`src/rtl/ibeu_pkg.sv`:
```
`default_nettype none
package ibeu_pkg;

  typedef enum logic [4:0] {
    CMD_ADDI  = 5'd0,  CMD_ADDIS = 5'd1,  CMD_ADD   = 5'd2,  CMD_SUBF  = 5'd3,
    CMD_MULLI = 5'd4,  CMD_MULLW = 5'd5,  CMD_DIVW  = 5'd6,  CMD_ORI   = 5'd7,
    CMD_ORIS  = 5'd8,  CMD_XORI  = 5'd9,  CMD_XORIS = 5'd10, CMD_ANDI  = 5'd11,
    CMD_ANDIS = 5'd12, CMD_AND   = 5'd13, CMD_OR    = 5'd14, CMD_XOR   = 5'd15,
    CMD_CMPI  = 5'd16, CMD_CMP   = 5'd17, CMD_CMPLI = 5'd18, CMD_CMPL  = 5'd19,
    CMD_B     = 5'd20, CMD_BC    = 5'd21, CMD_BCLR  = 5'd22, CMD_BCCTR = 5'd23
  } cmd_t;

  localparam logic [1:0] CFG_START = 2'd0;
  localparam logic [1:0] CFG_SO    = 2'd1;
  localparam logic [1:0] CFG_COUNT = 2'd2;

  localparam logic [31:0] CR_TOP_FIELD  = 32'hF0000000;
  localparam logic [31:0] CR_LOW_FIELDS = 32'h0FFFFFFF;
  localparam logic [4:0]  BO_NO_COND = 5'h10;
  localparam logic [4:0]  BO_COND_TRUE = 5'h08;
  localparam logic [4:0]  BO_NO_CTR = 5'h04;
  localparam logic [4:0]  BO_CTR_ZERO = 5'h02;

  typedef struct packed {
    logic [4:0]  command;
    logic [31:0] instr_word;
  } in_item_t;

  typedef struct packed {
    logic [31:0] next_pc;
    logic [4:0]  dest_index;
    logic [31:0] dest_value;
    logic        dest_written;
    logic [31:0] cond_value;
    logic        branch_taken;
    logic        divide_by_zero;
  } out_item_t;

  // controller to datapath
  typedef struct packed {
    logic load;     // latch item, read operands
    logic div_start;
    logic div_step;
    logic mul_fin;  // register multiply result
    logic commit;   // write back and form result
  } dp_cmd_t;

  // datapath to controller
  typedef struct packed {
    logic is_div;
    logic is_mul;
    logic div_last;
  } dp_stat_t;

endpackage
`default_nettype wire

```
`src/rtl/integer_and_branch_execute_unit_core.sv`:
```
// Integer and branch execute unit.
// Input channel in_valid/in_ready carries one instruction transaction
// (command and instruction word); the output channel out_valid/out_ready
// returns one result per instruction: next pc, register write, CR, flags.
// Configuration writes (cfg_valid/cfg_ready, cfg_index, cfg_data) set the
// start address, the summary overflow bit and the count preset; take them
// only while no instruction is in flight.
// Most operations pass through the decode and done states; multiplies add a
// multiply state and divw a divide state (one quotient bit per cycle in the
// restoring divider). One instruction is in flight at a time; the next one is
// taken in the cycle its predecessor's result is accepted.
// Reset (rst, synchronous) clears CR, LR, PC, CTR and configuration; the
// general registers start as zero.
// When the receiver stalls the result holds and no further input is taken.
`default_nettype none
module integer_and_branch_execute_unit_core (
  input  wire logic                clk,
  input  wire logic                rst,
  input  wire logic                in_valid,
  output logic                     in_ready,
  input  wire ibeu_pkg::in_item_t  in_data,
  output logic                     out_valid,
  input  wire logic                out_ready,
  output ibeu_pkg::out_item_t      out_data,
  input  wire logic                cfg_valid,
  output logic                     cfg_ready,
  input  wire logic [1:0]          cfg_index,
  input  wire logic [31:0]         cfg_data
);
  ibeu_pkg::dp_cmd_t  cmd;
  ibeu_pkg::dp_stat_t stat;

  assign cfg_ready = 1'b1;

  ibeu_ctrl u_ctrl (
    .clk(clk), .rst(rst), .in_valid(in_valid), .in_ready(in_ready),
    .out_valid(out_valid), .out_ready(out_ready), .cmd(cmd), .stat(stat)
  );

  ibeu_dpath u_dpath (
    .clk(clk), .rst(rst), .in_item(in_data), .cfg_we(cfg_valid),
    .cfg_idx(cfg_index), .cfg_data(cfg_data), .cmd(cmd), .stat(stat),
    .result(out_data)
  );
endmodule
`default_nettype wire

```
`src/rtl/ibeu_ctrl.sv`:
```
`default_nettype none
module ibeu_ctrl (
  input  wire logic               clk,
  input  wire logic               rst,
  input  wire logic               in_valid,
  output logic                    in_ready,
  output logic                    out_valid,
  input  wire logic               out_ready,
  output ibeu_pkg::dp_cmd_t       cmd,
  input  wire ibeu_pkg::dp_stat_t stat
);
  typedef enum logic [2:0] {S_IDLE, S_DEC, S_DIV, S_MUL, S_DONE} state_t;
  state_t state;

  // accept while idle, or while the finished result leaves
  assign in_ready = (state == S_IDLE) || (state == S_DONE && out_ready);
  assign out_valid = (state == S_DONE);

  always_comb begin
    cmd = '0;
    cmd.load = in_valid && in_ready;
    cmd.div_start = (state == S_DEC) && stat.is_div;
    cmd.div_step = (state == S_DIV);
    cmd.mul_fin = (state == S_DEC) && stat.is_mul;
    cmd.commit = ((state == S_DEC) && !stat.is_div && !stat.is_mul) ||
                 ((state == S_DIV) && stat.div_last) || (state == S_MUL);
  end

  always_ff @(posedge clk) begin
    if (rst) begin
      state <= S_IDLE;
    end else begin
      unique case (state)
        S_IDLE: if (in_valid) state <= S_DEC;
        S_DEC: begin
          if (stat.is_div) state <= S_DIV;
          else if (stat.is_mul) state <= S_MUL;
          else state <= S_DONE;
        end
        S_DIV: if (stat.div_last) state <= S_DONE;
        S_MUL: state <= S_DONE;
        S_DONE: begin
          if (out_ready) state <= in_valid ? S_DEC : S_IDLE;
        end
        default: state <= S_IDLE;
      endcase
    end
  end
endmodule
`default_nettype wire

```
`src/rtl/ibeu_dpath.sv`:
```
`default_nettype none
module ibeu_dpath (
  input  wire logic               clk,
  input  wire logic               rst,
  input  wire ibeu_pkg::in_item_t in_item,
  input  wire logic               cfg_we,
  input  wire logic [1:0]         cfg_idx,
  input  wire logic [31:0]        cfg_data,
  input  wire ibeu_pkg::dp_cmd_t  cmd,
  output ibeu_pkg::dp_stat_t      stat,
  output ibeu_pkg::out_item_t     result
);
  logic [31:0] regs [32];
  logic [31:0] cr, ctr, lr, pc;
  logic        so;
  logic [4:0]  op;
  logic [31:0] w, a_val, b_val, s_val;
  logic [31:0] prod;
  // divider
  logic [31:0] quo, rem_r, dvs;
  logic [5:0]  cnt;
  logic        neg_q;

  logic [4:0] rd, ra;
  logic [31:0] simm, uimm, uimm_hi;
  assign rd = w[25:21];
  assign ra = w[20:16];
  assign simm = {{16{w[15]}}, w[15:0]};
  assign uimm = {16'd0, w[15:0]};
  assign uimm_hi = {w[15:0], 16'd0};

  assign stat.is_div = (op == ibeu_pkg::CMD_DIVW) && (b_val != 32'd0);
  assign stat.is_mul = (op == ibeu_pkg::CMD_MULLI) || (op == ibeu_pkg::CMD_MULLW);
  assign stat.div_last = (cnt == 6'd31);

  // one restoring divide step
  logic [32:0] trial;
  logic [31:0] rem_sh;
  assign rem_sh = {rem_r[30:0], quo[31]};
  assign trial = {1'b0, rem_sh} - {1'b0, dvs};

  logic [31:0] q_fin;
  assign q_fin = {quo[30:0], !trial[32]};

  // execute
  logic [31:0] val, tgt, ctr_dec, here4, cr_new, li, bd, ca, cb;
  logic [4:0]  idx;
  logic        wr, setcr, taken, dz, cmp_un, do_cmp, ctr_ok, cr_ok, bit_sel, dec_ctr;
  logic [1:0]  kind;
  logic [2:0]  fld;
  logic [31:0] fmask, fbits;

  always_comb begin
    val = 32'd0; idx = rd; wr = 1'b0; setcr = 1'b0; taken = 1'b0; dz = 1'b0;
    tgt = 32'd0; do_cmp = 1'b0; cmp_un = 1'b0; ca = a_val; cb = b_val;
    dec_ctr = 1'b0;
    here4 = pc + 32'd4;
    ctr_dec = ctr - 32'd1;
    li = {{6{w[25]}}, w[25:2], 2'b00};
    bd = {{16{w[15]}}, w[15:2], 2'b00};
    bit_sel = cr[5'd31 - ra];
    cr_ok = rd[4] || (rd[3] ? bit_sel : !bit_sel);
    ctr_ok = rd[2] || (rd[1] ? (ctr_dec == 32'd0) : (ctr_dec != 32'd0));
    unique case (op)
      ibeu_pkg::CMD_ADDI:  begin val = (ra != 5'd0 ? a_val : 32'd0) + simm; wr = 1'b1; end
      ibeu_pkg::CMD_ADDIS: begin val = (ra != 5'd0 ? a_val : 32'd0) + uimm_hi; wr = 1'b1; end
      ibeu_pkg::CMD_ADD:   begin val = a_val + b_val; wr = 1'b1; setcr = w[0]; end
      ibeu_pkg::CMD_SUBF:  begin val = b_val - a_val; wr = 1'b1; setcr = w[0]; end
      ibeu_pkg::CMD_MULLI: begin val = prod; wr = 1'b1; end
      ibeu_pkg::CMD_MULLW: begin val = prod; wr = 1'b1; setcr = w[0]; end
      ibeu_pkg::CMD_DIVW: begin
        if (b_val == 32'd0) dz = 1'b1;
        else begin val = neg_q ? (32'd0 - q_fin) : q_fin; wr = 1'b1; setcr = w[0]; end
      end
      ibeu_pkg::CMD_ORI:   begin val = s_val | uimm; idx = ra; wr = 1'b1; end
      ibeu_pkg::CMD_ORIS:  begin val = s_val | uimm_hi; idx = ra; wr = 1'b1; end
      ibeu_pkg::CMD_XORI:  begin val = s_val ^ uimm; idx = ra; wr = 1'b1; end
      ibeu_pkg::CMD_XORIS: begin val = s_val ^ uimm_hi; idx = ra; wr = 1'b1; end
      ibeu_pkg::CMD_ANDI:  begin val = s_val & uimm; idx = ra; wr = 1'b1; setcr = 1'b1; end
      ibeu_pkg::CMD_ANDIS: begin val = s_val & uimm_hi; idx = ra; wr = 1'b1; setcr = 1'b1; end
      ibeu_pkg::CMD_AND:   begin val = s_val & b_val; idx = ra; wr = 1'b1; setcr = w[0]; end
      ibeu_pkg::CMD_OR:    begin val = s_val | b_val; idx = ra; wr = 1'b1; setcr = w[0]; end
      ibeu_pkg::CMD_XOR:   begin val = s_val ^ b_val; idx = ra; wr = 1'b1; setcr = w[0]; end
      ibeu_pkg::CMD_CMPI:  begin do_cmp = 1'b1; cb = simm; end
      ibeu_pkg::CMD_CMP:   do_cmp = 1'b1;
      ibeu_pkg::CMD_CMPLI: begin do_cmp = 1'b1; cmp_un = 1'b1; cb = uimm; end
      ibeu_pkg::CMD_CMPL:  begin do_cmp = 1'b1; cmp_un = 1'b1; end
      ibeu_pkg::CMD_B: begin taken = 1'b1; tgt = w[1] ? li : pc + li; end
      ibeu_pkg::CMD_BC: begin
        dec_ctr = !rd[2];
        taken = cr_ok && ctr_ok; tgt = w[1] ? bd : pc + bd;
      end
      ibeu_pkg::CMD_BCLR: begin dec_ctr = !rd[2]; taken = cr_ok && ctr_ok; tgt = lr; end
      ibeu_pkg::CMD_BCCTR: begin taken = cr_ok; tgt = ctr; end
      default: ;
    endcase
    if (!wr) idx = 5'd0;
    // compare kind for CR field update: 0 less, 1 greater, 2 equal
    if (!do_cmp) begin ca = val; cb = 32'd0; end
    if (cmp_un) kind = (ca < cb) ? 2'd0 : (ca > cb) ? 2'd1 : 2'd2;
    else kind = ($signed(ca) < $signed(cb)) ? 2'd0 :
                ($signed(ca) > $signed(cb)) ? 2'd1 : 2'd2;
    fld = do_cmp ? w[25:23] : 3'd0;
    fmask = ibeu_pkg::CR_TOP_FIELD >> {fld, 2'b00};
    fbits = ({(4'b1000 >> kind) | {3'b000, so}, 28'd0}) >> {fld, 2'b00};
    cr_new = (do_cmp || (wr && setcr)) ? ((cr & ~fmask) | fbits) : cr;
  end

  // multiplier operand, sign of immediate form handled by extension
  logic [31:0] mul_b;
  assign mul_b = (op == ibeu_pkg::CMD_MULLI) ? simm : b_val;

  always_ff @(posedge clk) begin
    if (cmd.load) begin
      op <= in_item.command;
      w <= in_item.instr_word;
      a_val <= regs[in_item.instr_word[20:16]];
      b_val <= regs[in_item.instr_word[15:11]];
      s_val <= regs[in_item.instr_word[25:21]];
    end
    if (cmd.mul_fin) prod <= a_val * mul_b;
    if (cmd.div_start) begin
      quo <= a_val[31] ? (32'd0 - a_val) : a_val;
      dvs <= b_val[31] ? (32'd0 - b_val) : b_val;
      rem_r <= 32'd0;
      neg_q <= a_val[31] ^ b_val[31];
    end else if (cmd.div_step) begin
      rem_r <= trial[32] ? rem_sh : trial[31:0];
      quo <= q_fin;
    end
    if (cmd.commit) begin
      result.next_pc <= taken ? tgt : here4;
      result.dest_index <= idx;
      result.dest_value <= val;
      result.dest_written <= wr;
      result.cond_value <= cr_new;
      result.branch_taken <= taken;
      result.divide_by_zero <= dz;
    end
  end

  // general registers: clear on reset, write back on commit
  always_ff @(posedge clk) begin
    if (rst) begin
      for (int i = 0; i < 32; i++) regs[i] <= '0;
    end else if (cmd.commit && wr) begin
      regs[idx] <= val;
    end
  end

  // divide step counter; multiply lands in the cycle after issue
  always_ff @(posedge clk) begin
    if (rst) cnt <= 6'd0;
    else if (cmd.div_start) cnt <= 6'd0;
    else if (cmd.div_step) cnt <= cnt + 6'd1;
  end

  // architectural state: reset clears it, configuration loads PC, SO and CTR, commit updates it
  always_ff @(posedge clk) begin
    if (rst) begin
      cr <= '0; lr <= '0; pc <= '0; ctr <= '0; so <= 1'b0;
    end else if (cfg_we) begin
      unique case (cfg_idx)
        ibeu_pkg::CFG_START: pc <= cfg_data;
        ibeu_pkg::CFG_SO:    so <= cfg_data[0];
        ibeu_pkg::CFG_COUNT: ctr <= cfg_data;
        default: ;
      endcase
    end else if (cmd.commit) begin
      cr <= cr_new;
      pc <= taken ? tgt : here4;
      if (taken && w[0]) lr <= here4;
      if (dec_ctr) ctr <= ctr_dec;
    end
  end
endmodule
`default_nettype wire

```
`config.mk`:
```
export PLATFORM = sky130hd
export DESIGN_NAME = integer_and_branch_execute_unit_core
export DESIGN_NICKNAME = d
export VERILOG_FILES = /design/src/rtl/ibeu_pkg.sv /design/src/rtl/integer_and_branch_execute_unit_core.sv /design/src/rtl/ibeu_ctrl.sv /design/src/rtl/ibeu_dpath.sv
export SDC_FILE = /design/constraint.sdc
export NUM_CORES = 2
export LEC_CHECK = 0
export BUFFER_PORTS_ARGS = -buffer_cell sky130_fd_sc_hd__buf_2
export CAP_MARGIN = 20
export CORE_MARGIN = 1
export CORE_UTILIZATION = 55
export CTS_CLUSTER_DIAMETER = 100
export DETAILED_ROUTE_END_ITERATION = 6
export PLACE_DENSITY = 0.76
export SYNTH_ARGS = -nofsm -noshare
export SYNTH_HDL_FRONTEND = slang
export SYNTH_SLANG_ARGS = --single-unit
```
`constraint.sdc`:
```
create_clock -name clk -period 26.2 [get_ports clk]
set_clock_uncertainty 0.05 [all_clocks]
set_input_delay 1.31 -clock clk [delete_from_list [all_inputs] [get_ports clk]]
set_output_delay 1.31 -clock clk [all_outputs]
set_load 0.02 [all_outputs]
```
; ---- Yosys cells after proc, flatten, opt, wreduce, memory -nomap -nowiden
; Memories as Yosys holds them, arrays and structs flattened. A register that Yosys moved wholly into a read port is not among the register bits.
; Cells that the tools add are included.
[totals]
inputBits = 76
word_cells = 208
mem_bits_rw = 1024
mem_count = 1
reg_bits = 401
out_inout_bits = 107
[classes]
bitwise_logic = 15
n_reduce_logical = 51
shift = 3
n_mul = 1
n_lt_le_gt_ge = 5
mux = 61
n_addsub = 14
eq_ne = 35
[memory_table]
columns = name, words, width, rd, rd_clocked_by_memory_dff, wr, line_no
row1 = u_dpath.regs, 32, 32, 3, 3, 32, ibeu_dpath.sv:13  ; logic [31:0] regs [32];
[op_table]
columns = cell, n
row1 = two-way mux 32 bit, 21
row2 = case mux 32 bit (15 select lines), 1
row3 = adder 32 bit, 5
row4 = case mux 32 bit (4 select lines), 1
row5 = bitwise AND 32 bit, 3
row6 = bitwise OR 32 bit, 3
row7 = subtractor 1 x 32 -> 32 bit (first input constant), 3
row8 = > comparator 32 bit, 2
row9 = zero test 32 bit, 2
row10 = less-than comparator 32 bit, 2
row11 = case mux 32 bit (2 select lines), 1
row12 = nonzero test 32 bit, 2
row13 = bitwise XOR 32 bit, 2
row14 = two-way mux 31 bit, 2
row15 = equality test 5 x 4 -> 1 bit (second input constant), 8
row16 = equality test 5 bit (second input constant), 8
row17 = subtractor 32 x 32 -> 33 bit, 1
row18 = adder 32 x 3 -> 32 bit (second input constant), 1
row19 = bitwise AND 32 x 16 -> 32 bit, 1
row20 = multiplier 32 x 32 -> 32 bit, 1
row21 = NOT 32 bit, 1
row22 = bitwise OR 32 x 16 -> 32 bit, 1
row23 = OR reduction 32 bit, 1
row24 = right shift 32 x 5 -> 32 bit, 1
row25 = 45 further kinds, 111

; ---- Logic depth before layout (Yosys ltp)
[logic_depth]
word_depth = 16
mapped_depth = 36
ltp_nobuf = 31

; ---- Hierarchy
; Synthesis repeated with hierarchy kept, for this count alone.
[hier_totals]
hier_cells = 9690
hier_area_um2 = 112061.2
[by_module_without_submodules]
columns = module, instances, seq_area_each_um2, cells_per_inst, area_each_um2
row1 = ibeu_dpath, 1, 43922.1, 9659, 111794.7
row2 = ibeu_ctrl, 1, 60.1, 29, 255.2
row3 = integer_and_branch_execute_unit_core, 1, 0.0, 2, 11.3

; ---- Worst setup path before layout
; No wires, ideal clock.
[synth_path]
kind = flip-flop to flip-flop
start = register u_dpath.op[3]
end = register u_dpath.prod[30], data pin
period_less_slack_ps = 8734
stages_incl_launch_ff = 35
arrival_ps = 8421
setup_slack_ps = 17466
path_cell_list = edfxtp_1 > clkbuf_1 > nor3b_1 > nand2_1 > clkbuf_1 > clkbuf_1 > o21ai_0 > clkbuf_1 > clkbuf_1 > nand2_1 > fa_1 > inv_1 > fa_1 > fa_1 > inv_1 > fa_1 > inv_1 > ha_1 > ha_1 > inv_1 > fa_1 > fa_1 > inv_1 > ha_1 > a21o_1 > a21o_1 > a21oi_1 > a21bo_2 > a31oi_1 > o21a_1 > a211o_1 > a21oi_1 > o21ai_0 > a311oi_1 > xnor2_1
[synth_via]
elab_chain_cells = 3
[synth_rtl]
columns = item, line_no
row1 = "start, declared", ibeu_dpath.sv:16  ; logic [4:0] op;
row2 = "start signal, assigned", ibeu_dpath.sv:115  ; op <= in_item.command;
row3 = equality test 5 x 3 -> 1 bit, ibeu_dpath.sv:111  ; assign mul_b = (op == ibeu_pkg::CMD_MULLI) ? simm : b_val;
row4 = two-way mux 32 bit, ibeu_dpath.sv:111
row5 = multiplier 32 x 32 -> 32 bit, ibeu_dpath.sv:121  ; if (cmd.mul_fin) prod <= a_val * mul_b;
row6 = "end signal, assigned", ibeu_dpath.sv:121
row7 = "end, declared", ibeu_dpath.sv:18  ; logic [31:0] prod;
; No other way between the ends.
; A chain may end at the register's enable or synchronous reset.

; ---- Worst setup path in the final report
[layout_path]
start = register u_dpath.op[0]
end = register u_dpath.prod[31], data pin
; The elaborated chain is that of the path after synthesis.

==> flow_summary.yaml <==
sta:
  period_share_pct: 39.9
  setup_viol: 0
  slew_violations: 0
  finalHoldViolCount: 0
  relSlewSlack_pct: 16.5
  max_freq_mhz: 95.7
  rsz0062_at_grt: "false"
  min_period_ns: 10.45
  tns_ns: 0
  setup_ws_ns: 15.75
  holdWs_ns: 0.431
  worstMarginPinSlew_ns: 1.25
min_path:
  min_path_cells: 2
  hp-class: "flip-flop to flip-flop"
  whs_endpoint: "u_dpath.cr[16]"
  min_from: "u_dpath.cr[16]"
cts:
  worst_skew_pair.late_latency_ns: 0.86
  cts_tree: "done"
  htree_levels: 4
  clkSlewWorstSetupHoldPaths_ns: 0.06
  hold_buffers: 0
  cts_setup_buffers: 0
  clock_path_buffers: 3
  cts_sinks: 1521
  numCtsBuffers: 162
  root_buffer: "clkbuf_16"
  cts_resized: 0
yosys:
  avgSynthCellArea_sq_um: 11.7
  syn_area_sq_mm: 0.113
  seq_area_frac_synth_pct: 39.1
  ys_ff_latch: 1521
  synth_fa_ha_area_share_pct: 12.3
  synth_edf_count: 1352
  ys.flop_type: "edfxtp_1"
  async_flop_share_pct: 0
  syn-num-nets: 10600
  synth-compound-area-share_pct: 7.31
  yosys.area_share.simple_pct: 11.9
  yosysUniqueCellTypes: 100
  syn_inst: 9649
  synth.area.mux_share_pct: 21.7
  synth_top_family_by_area: "multiplexers"
  synth_xor_area_share_pct: 2.55
  ys_warn_count: 0
layout:
  drive_above_1_share_pct: 20.9
  final_cells: 12300
  final_cell_mix: "1,385 x nor2_1, 1,352 x edfxtp_1, 967 x mux4_2, 707 x nand2_1, 700 x inv_1"
  nFillCells: 15400
  syn_to_final_growth_pct: 8.10
  layout_commonest_cell: "nor2_1"
  nets: 10400
placed_design:
  post-place-ws_ns: 15.89
  dp_hpwl_microns: 254000
  placedCellCount: 12000
  gp_congestion: 1.01
  portBuffers: 175
critical_path:
  cp_top_family: "adder cells"
  slowest_stage: "buf_4"
  worst_ep_arrival_time_ns: 10.96
  crit_buf_inv: 9
  end_kind: "flip-flop"
  reg2reg_to: "u_dpath.prod[31]"
  max_stage_delay_ns: 0.60
  path_class: "flip-flop to flip-flop"
  worstReg2RegStart: "u_dpath.op[0]"
  crit_top_cell: "fa_1"
  r2r_cells: 30
  r2r_slack_ns: 15.75
  worstSetupStartpointType: "flip-flop"
  required_ns: 26.71
  crit_cells: 30
  cp_max_fo: 58
die:
  die-area_sq_mm: 0.207
  rows: 165
  initial_core_util_pct: 55.5
  ioPinCount: 183
  die_h_microns: 454
  core_sq_mm: 0.203
  die_width_microns: 454
global_route:
  antenna_found_initial: 27
  grt-ovfl-total: 0
  grt_max_degree: 136
  grt_pass1_wl_microns: 597000
  grt_pass1_vias: 88200
  grt_use_total_pct: 40.2
power_and_ir_drop:
  power.internal_mw: 8.49
  pwr-share-clk_pct: 15.7
  sw_frac_of_total_pct: 43.9
  combPwrFrac_pct: 62.3
  p_leak_nw: 46.6
  p_per_area_mw_per_mm2: 124
  power.switching_mw: 6.64
  ir_drop_mv: 0.648
  pwr-share-seq_pct: 22.0
  power.total_mw: 15.1
status:
  status: "finished, violations left"
  violations: "DRC"
detailed_routing:
  drt_iter0_drc: 14700
  via_per_inst: 7.25
  routed_wl_microns: 418000
  firstDrtPassIters: 7
  drcViolationCount: 2
  route.vias.total: 89100
  ant_nets: 0
  routedWlPerCell_microns: 34.0
job:
  max-cap-violations: 0
==> how the worst max path moves through the flow <==
stage | start | end | slack, ns
after floorplan | u_dpath.op[3] | u_dpath.prod[30] | 17.47
after global placement | u_dpath.op[0] | u_dpath.prod[31] | 16.05
after detailed placement | u_dpath.op[0] | u_dpath.prod[31] | 15.89
after CTS | u_dpath.op[0] | u_dpath.prod[31] | 15.85
after global routing | u_dpath.op[0] | u_dpath.prod[31] | 15.45
final | u_dpath.op[0] | u_dpath.prod[31] | 15.75
==> final cells by class <==
cell class | count | area, sq um | area share (%)
Multi-Input combinational cell | 6655 | 63600 | 52.2
Sequential cell | 1521 | 44000 | 36.1
Clock buffer | 195 | 4230 | 3.47
Tap cell | 2672 | 3340 | 2.75
Timing Repair Buffer | 411 | 2800 | 2.30
Inverter | 708 | 2660 | 2.19
Clock inverter | 102 | 1100 | 0.902
Antenna cell | 14 | 35.0 | 0.0288
==> per-stage QoR <==
step / instance area (sq um) / utilization (%)
6_report: 122000 / 60.0
5_1_grt: 122000 / 60.0
4_1_cts: 122000 / 60.0
3_5_place_dp: 116000 / 57.4
3_3_place_gp: 116000 / 57.4
2_1_floorplan: 113000 / -
==> cell families after synthesis <==
logic type	count (synthesis)
and+or+nand+nor	2995
DFF	1521
buffers and inverters	1473
AOI/OAI and AO/OA	1262
muxes	1212
adders and majority gates	857
xor gates and xnor gates	328
other	1
==> metal layers <==
metal	vias up	global-route usage, %	routed length, microns
met5	-	0.163	246
met4	30	28.3	37400
met3	2302	16.1	68600
met2	8560	58.7	178000
met1	43400	48.5	134000
li1	34800	-	-
==> sequential cells by signal (all words and copies together) (netlist names) <==
name and cells:
u_dpath.rem_r 31, u_dpath.w 26, u_dpath.cnt 6, u_dpath.dvs 32
u_dpath.so 1, u_dpath.ctr 32, u_dpath.regs 1024, u_dpath.op 5
u_dpath.prod 32, u_dpath.lr 32, u_dpath.a_val 32, u_dpath.s_val 32
u_dpath.pc 32, u_dpath.cr 32, u_ctrl.state 3, u_dpath.quo 32
u_dpath.result 104, u_dpath.b_val 32, u_dpath.neg_q 1
==> power groups by stage <==
stage          logic (mW)  registers, mW  clock network (mW)
6_report             9.43           3.32                2.38
5_1_grt              10.6           3.33                2.45
4_1_cts              9.37           3.31                2.36
3_5_place_dp         9.26           3.35                   0
3_3_place_gp         9.01           3.34                   0
2_1_floorplan        7.04           3.32                   0
==> tightest hold or removal path, cell delays in order, from the launching register on <==
cell and delay [ns]:
dfxtp_1 0.32, nand2_1 0.06, a21oi_1 0.05
==> synthesized netlist by cell type (all sizes together), types with 63 or more instances <==
library cell	n	area share, %
clkbuf	591	2.0
nand2	773	2.7
dfxtp	169	3.0
xor2	140	1.1
and2	146	0.81
edfxtp	1352	36
a21o	88	0.59
a21oi	329	1.5
nor2	1468	5.1
xnor2	188	1.5
nor3	78	0.35
mux2	138	1.4
fa	413	7.3
a211oi	65	0.45
nor2b	118	0.66
nand3	103	0.47
buf	174	0.83
ha	444	4.9
mux2i	107	0.95
or3	63	0.36
o21ai	272	1.2
mux4	967	19
inv	705	2.4
Note: power is estimated with default switching activity, not from simulation.
